File: src/sv/pidc_pkg.sv
// ----------------------------------------------------------------------------
// pidc_pkg
// Widths, register map and defaults shared by the controller files.
// ----------------------------------------------------------------------------
package pidc_pkg;

  // sample and result field widths
  localparam int unsigned PIDC_MEAS_W     = 16;
  localparam int unsigned PIDC_TICK_W     = 16;
  localparam int unsigned PIDC_OUT_W      = 32;

  // magnitude of a gain times an error or measurement change
  localparam int unsigned PIDC_PROD_W     = 48;

  // quotient bits retired per divider cycle
  localparam int unsigned PIDC_DIV_STEPS  = 4;

  // configuration port
  localparam int unsigned PIDC_CFG_IDX_W  = 3;
  localparam int unsigned PIDC_CFG_DATA_W = 32;

  typedef enum logic [PIDC_CFG_IDX_W-1:0] {
    REG_PROP_GAIN        = 3'd0,
    REG_INTEG_GAIN       = 3'd1,
    REG_DERIV_GAIN       = 3'd2,
    REG_TARGET_VALUE     = 3'd3,
    REG_SUM_UPPER_LIMIT  = 3'd4,
    REG_INTEG_TERM_LIMIT = 3'd5,
    REG_RAMP_LIMIT       = 3'd6,
    REG_USE_ELAPSED      = 3'd7
  } pidc_reg_t;

endpackage

File: src/sv/pidc_div.sv
// ----------------------------------------------------------------------------
// pidc_div
// Unsigned restoring divider, several quotient bits per cycle.
// ----------------------------------------------------------------------------
module pidc_div import pidc_pkg::*; #(
  parameter int unsigned QUOT_W = PIDC_PROD_W,
  parameter int unsigned STEPS  = PIDC_DIV_STEPS,
  parameter int unsigned DIVR_W = PIDC_TICK_W
) (
  input  logic              clk,
  input  logic              rst,
  input  logic              start,
  input  logic [QUOT_W-1:0] dividend,
  input  logic [DIVR_W-1:0] divisor,
  output logic              busy,
  output logic [QUOT_W-1:0] quotient
);

  localparam int unsigned ITERS = (QUOT_W + STEPS - 1) / STEPS;
  localparam int unsigned PAD_W = ITERS * STEPS;
  localparam int unsigned CNT_W = $clog2(ITERS + 1);

  typedef logic [PAD_W-1:0] pad_t;
  typedef logic [CNT_W-1:0] cnt_t;

  logic [DIVR_W-1:0] rem;
  logic [DIVR_W-1:0] rem_next;
  pad_t              quo;
  pad_t              quo_next;
  logic [DIVR_W-1:0] dvsr;
  cnt_t              cnt;

  // one cycle of compare and subtract steps, dividend bits shift out on top
  always_comb begin
    logic [DIVR_W:0] shifted;
    logic [DIVR_W:0] trial;
    rem_next = rem;
    quo_next = quo;
    for (int k = 0; k < STEPS; k++) begin
      shifted = {rem_next, quo_next[PAD_W-1]};
      trial   = shifted - {1'b0, dvsr};
      if (!trial[DIVR_W]) begin
        rem_next = trial[DIVR_W-1:0];
        quo_next = {quo_next[PAD_W-2:0], 1'b1};
      end else begin
        rem_next = shifted[DIVR_W-1:0];
        quo_next = {quo_next[PAD_W-2:0], 1'b0};
      end
    end
  end

  // iteration counter
  always_ff @(posedge clk) begin
    if (rst) begin
      busy <= 1'b0;
      cnt  <= '0;
    end else if (start) begin
      busy <= 1'b1;
      cnt  <= cnt_t'(ITERS);
    end else if (busy) begin
      cnt <= cnt - cnt_t'(1);
      if (cnt == cnt_t'(1)) begin
        busy <= 1'b0;
      end
    end
  end

  // remainder and quotient shift register
  always_ff @(posedge clk) begin
    if (start) begin
      rem  <= '0;
      quo  <= pad_t'(dividend);
      dvsr <= divisor;
    end else if (busy) begin
      rem <= rem_next;
      quo <= quo_next;
    end
  end

  assign quotient = quo[QUOT_W-1:0];

endmodule

File: config.mk
export PLATFORM = sky130hd
export DESIGN_NAME = pidc_div
export DESIGN_NICKNAME = d
export VERILOG_FILES = /design/src/sv/pidc_pkg.sv /design/src/sv/pidc_div.sv
export SDC_FILE = /design/constraint.sdc
export NUM_CORES = 1
export LEC_CHECK = 0
export BUFFER_PORTS_ARGS = -buffer_cell sky130_fd_sc_hd__clkbuf_2
export CAP_MARGIN = 20
export CORE_MARGIN = 1
export CORE_UTILIZATION = 35
export DETAILED_ROUTE_END_ITERATION = 12
export GPL_TIMING_DRIVEN = 0
export PLACE_DENSITY = 0.54
export SYNTH_ARGS = -nofsm -noshare
export SYNTH_HDL_FRONTEND = slang
export SYNTH_SLANG_ARGS = --single-unit
File: constraint.sdc
create_clock -name clk -period 30.6 [get_ports clk]
set_clock_uncertainty 0.1 [all_clocks]
set_input_delay 1.53 -clock clk [delete_from_list [all_inputs] [get_ports clk]]
set_output_delay 1.53 -clock clk [all_outputs]
set_load 0.1 [all_outputs]
==> flow_results.org <==
** Hold path
- Worst hold-check path type :: register to register
- The worst hold path passes through 2 cells.
- The worst hold path begins at cnt[1].

** Setup path
- The worst setup path is of the register to register kind.
- Max stage delay cell, worst path :: sky130_fd_sc_hd__clkbuf_1
- At the worst endpoint, the arrival time is 13450 ps.
- Cell repeated most along the worst path :: sky130_fd_sc_hd__o21ai_1
- For this run, the slowest stage of the critical path takes 540 ps.
- STA classifies the critical path startpoint as a register.
- Flop-to-flop setup slack :: 17300 ps
- Launching point of the worst reg2reg path :: quotient[47]
- STA classifies the critical path endpoint as a register.
- In this run the worst setup path begins at quotient[47].
- Worst Path Required :: 30750 ps
- Critical-path maximum fanout :: 10
- Count of cells along the worst register-to-register path :: 51

** Detailed routing
- 1st-iter DRT viols :: 294
- Residual DRC count :: 0
- Per-cell routed wire length :: 16.3 um
- Post-route ant nets :: 0
- TritonRoute pass-1 iters :: 4
- In the routed layout, each cell is associated on average with a via count of 5.19.
- Summed over all layers, the routed wires come to 18300 um.
- For this block, the via count after detailed routing is 5823.

** Synth
- Number of distinct library cell variants in the gate-level netlist after synthesis :: 69
- A synthesized cell averages 9.63 um^2.
- Yosys attributes the largest share of cell area to sky130_fd_sc_hd__edfxtp_1 27%, sky130_fd_sc_hd__ha_1 12%, sky130_fd_sc_hd__mux2_2 10%, sky130_fd_sc_hd__dfxtp_1 6.0%, sky130_fd_sc_hd__xnor2_1 4.4%.
- Post-synthesis register bit count :: 85
- The synthesized design contains 64 enable-type register cells.
- The mapped netlist covers 6990 um^2.
- Count of mapped cells out of synthesis :: 726
- When the netlist entered floorplanning its net count stood at 863.
- The Yosys step of the flow raised 0 warnings.
- Sequential share of the synthesized area :: 33.5%
- For this run, the leading register cell type out of synthesis is sky130_fd_sc_hd__edfxtp_1.
- Yosys top cell by area :: sky130_fd_sc_hd__edfxtp_1
- Of all flip-flops after synthesis, the portion carrying an async set or reset was 0%.
- Share of the synthesized area in the top cell type :: 27.5%

** Layout
- Layout net count :: 990
- Fraction of layout instances using a drive strength above 1 :: 26.5%
- Layout filler cell count :: 1979
- Area growth from synthesis to layout :: 18.0%
- The number of antenna diodes in the final layout is 0.

** Global routing
- Entering global routing, the biggest net connects 39 pins.
- For this run the aggregate overflow at the end of global routing stands at 0.
- The initial antenna violation count was 0.
- The first global-routing pass estimated 29400 um of wire.
- Number of global-route vias before repair :: 5724
- GRT Total Usage :: 18.5%

** STA
- Final slew viol count :: 0
- Timing would allow up to 75.2 MHz.
- Transition time at the pin with the least slew margin :: 841 ps
- Unrepaired setup endpoints after global routing :: no
- Crit share post-route :: 43.5%
- Worst relative slew slack :: 42.5%
- Clock period minus final worst setup slack :: 13300 ps
- Total count of hold-check failures in the final report :: 0
- Setup violations remaining at the end of the flow were counted as 0.
- Setup total negative slack :: 0 ps

** Clock tree
- The clock net in this run drives a total of 85 sinks.
- In this run the number of H-tree levels came out at 3.
- Post-CTS repair changed the size of 0 cells.
- Maximum clock insertion buffer count :: 2
- Clock tree from TritonCTS :: built
- Number of buffers added by the clock tree synthesis step :: 9
- After clock tree synthesis, the clock-pin slew on the worst setup and hold paths is 60 ps.
- Source-to-sink clock delay at the later pin of the worst-skew pair :: 340 ps
- After clock tree synthesis, the flow added hold-fix buffers numbering 0.
- Root Buffer :: sky130_fd_sc_hd__clkbuf_16
- The number of setup buffers added after CTS is 0.

** Die
- Height of the die :: 143 um
- The initial utilization of the core area, before any placement, comes to 35.8%.
- Area of the core :: 19500 um^2
- Horizontal extent of the die :: 143 um
- Pin placement for this block handled 116 I/O pins.
- Number of standard-cell rows in the floorplan :: 51
- Die ar. :: 20500 um^2

** Placement
- The HPWL after detailed placement is 15000 um.
- Buffers placed on the I/O ports in this run total 115.
- The congestion estimate from routability-driven global placement came to 0.875.

** Run
- The tool flagged a number of max-cap violations equal to 0.

** Status
- Outcome :: finished clean
[path summary, 6_finish.rpt]
check             endpoint
setup / recovery    rem[2]
hold / removal      cnt[1]
setup reg to reg    rem[2]
hold reg to reg     cnt[1]
[per-stage QoR]
step | utilization (%) | instance area [um^2] | hold WS, ps | instances | setup slack [ps]
finish | 42.2 | 8250 | 419 | 1123 | 17300
global route | 42.2 | 8250 | 450 | 1123 | 16290
CTS | 42.2 | 8250 | 421 | 1123 | 17240
detailed placement | 40.6 | 7920 | 408 | 1107 | 17310
global placement | 40.5 | 7900 | 393 | 1106 | 17270
floorplan | - | 6990 | 368 | 726 | 19500
[registers in the layout, indices dropped and copies added (netlist names)]
register	count
busy	1
cnt	4
dvsr	16
quotient	48
rem	16
[Yosys cell counts, types with 3 or more instances]
| master | n |
|---|---|
| sky130_fd_sc_hd__ha_1 | 66 |
| sky130_fd_sc_hd__mux2_2 | 65 |
| sky130_fd_sc_hd__edfxtp_1 | 64 |
| sky130_fd_sc_hd__nor2_1 | 63 |
| sky130_fd_sc_hd__inv_1 | 44 |
| sky130_fd_sc_hd__a21oi_1 | 43 |
| sky130_fd_sc_hd__nand2_1 | 38 |
| sky130_fd_sc_hd__xnor2_1 | 35 |
| sky130_fd_sc_hd__o21ai_0 | 34 |
| sky130_fd_sc_hd__dfxtp_1 | 21 |
| sky130_fd_sc_hd__nand3_1 | 21 |
| sky130_fd_sc_hd__o21ai_1 | 14 |
| sky130_fd_sc_hd__nand2b_1 | 13 |
| sky130_fd_sc_hd__nor2b_1 | 13 |
| sky130_fd_sc_hd__nor3_1 | 13 |
| sky130_fd_sc_hd__clkbuf_1 | 12 |
| sky130_fd_sc_hd__xor2_1 | 12 |
| sky130_fd_sc_hd__a21o_1 | 10 |
| sky130_fd_sc_hd__a311oi_1 | 10 |
| sky130_fd_sc_hd__buf_2 | 8 |
| sky130_fd_sc_hd__o21a_1 | 8 |
| sky130_fd_sc_hd__a211oi_1 | 7 |
| sky130_fd_sc_hd__a31oi_1 | 7 |
| sky130_fd_sc_hd__o21bai_1 | 7 |
| sky130_fd_sc_hd__o31a_1 | 7 |
| sky130_fd_sc_hd__and3_1 | 6 |
| sky130_fd_sc_hd__mux2i_1 | 5 |
| sky130_fd_sc_hd__nor4_1 | 5 |
| sky130_fd_sc_hd__o2111ai_1 | 5 |
| sky130_fd_sc_hd__fa_1 | 4 |
| sky130_fd_sc_hd__a2111oi_0 | 3 |
| sky130_fd_sc_hd__a2111oi_2 | 3 |
| sky130_fd_sc_hd__a21boi_0 | 3 |
| sky130_fd_sc_hd__a31o_2 | 3 |
| sky130_fd_sc_hd__and2_1 | 3 |
| sky130_fd_sc_hd__buf_1 | 3 |
| sky130_fd_sc_hd__o221a_1 | 3 |
| sky130_fd_sc_hd__or2_2 | 3 |
| sky130_fd_sc_hd__or3_1 | 3 |
[critical path: cells and delay by family, from the launching register on]
family          cells  cell delay, ps
compound gates     25            5760
xor+xnor            1             290
fa+ha+maj           5            1660
buf+inv             9            2280
flops               1             450
mux                 2             720
simple gates        9            1910
[layout make-up]
cell class	instances	area (um^2)	area share (%)
Multi-Input combinational cell	572	4370	53.0
Tap cell	265	332	4.02
Timing Repair Buffer	116	596	7.22
Sequential cell	85	2340	28.4
Buffer	24	108	1.30
Inverter	45	169	2.05
Clock inverter	7	105	1.27
Clock buffer	9	225	2.73
[routing by layer]
layer | part of all wire, % | wire, um | vias up | track usage, %
met5 | 0 | 0 | - | 0
li1 | - | - | 2954 | -
met1 | 47 | 8500 | 2716 | 24.0
met2 | 47 | 8590 | 139 | 31.4
met4 | 1.1 | 205 | 0 | 5.60
met3 | 5.3 | 969 | 14 | 3.23
[layout by cell type, fill, tap and decap left out, types with 8 or more instances in the layout]
cell type / netlist / routed
sky130_fd_sc_hd__nor2_1: 63 / 63
sky130_fd_sc_hd__clkbuf_1: 12 / 12
sky130_fd_sc_hd__o21ai_0: 34 / 34
sky130_fd_sc_hd__nor3_1: 13 / 13
sky130_fd_sc_hd__edfxtp_1: 64 / 64
sky130_fd_sc_hd__dfxtp_1: 21 / 21
sky130_fd_sc_hd__nand3_1: 21 / 21
sky130_fd_sc_hd__o21a_1: 8 / 8
sky130_fd_sc_hd__clkbuf_16: 0 / 9
sky130_fd_sc_hd__nand2_1: 38 / 38
sky130_fd_sc_hd__nor2b_1: 13 / 13
sky130_fd_sc_hd__o21ai_1: 14 / 14
sky130_fd_sc_hd__clkbuf_2: 0 / 115
sky130_fd_sc_hd__inv_1: 44 / 44
sky130_fd_sc_hd__nand2b_1: 13 / 13
sky130_fd_sc_hd__ha_1: 66 / 66
sky130_fd_sc_hd__a21oi_1: 43 / 43
sky130_fd_sc_hd__xor2_1: 12 / 12
sky130_fd_sc_hd__mux2_2: 65 / 65
sky130_fd_sc_hd__a21o_1: 10 / 10
sky130_fd_sc_hd__a311oi_1: 10 / 10
sky130_fd_sc_hd__buf_2: 8 / 8
sky130_fd_sc_hd__xnor2_1: 35 / 35
[logic make-up after synthesis]
logic type               Yosys count  synth area share, %
flip-flops                        85                 33.5
adder cells (fa/ha/maj)           70                 13.0
buffers and inverters             69                 3.95
AND/OR/NAND/NOR                  193                 13.3
multiplexers                      73                 11.9
AO/OA/AOI/OAI                    188                 18.3
XOR/XNOR                          48                 6.12
Power is left out: the tool's default activity adds up to more than one toggle a clock period on the data nets, which glitch-free logic cannot reach.
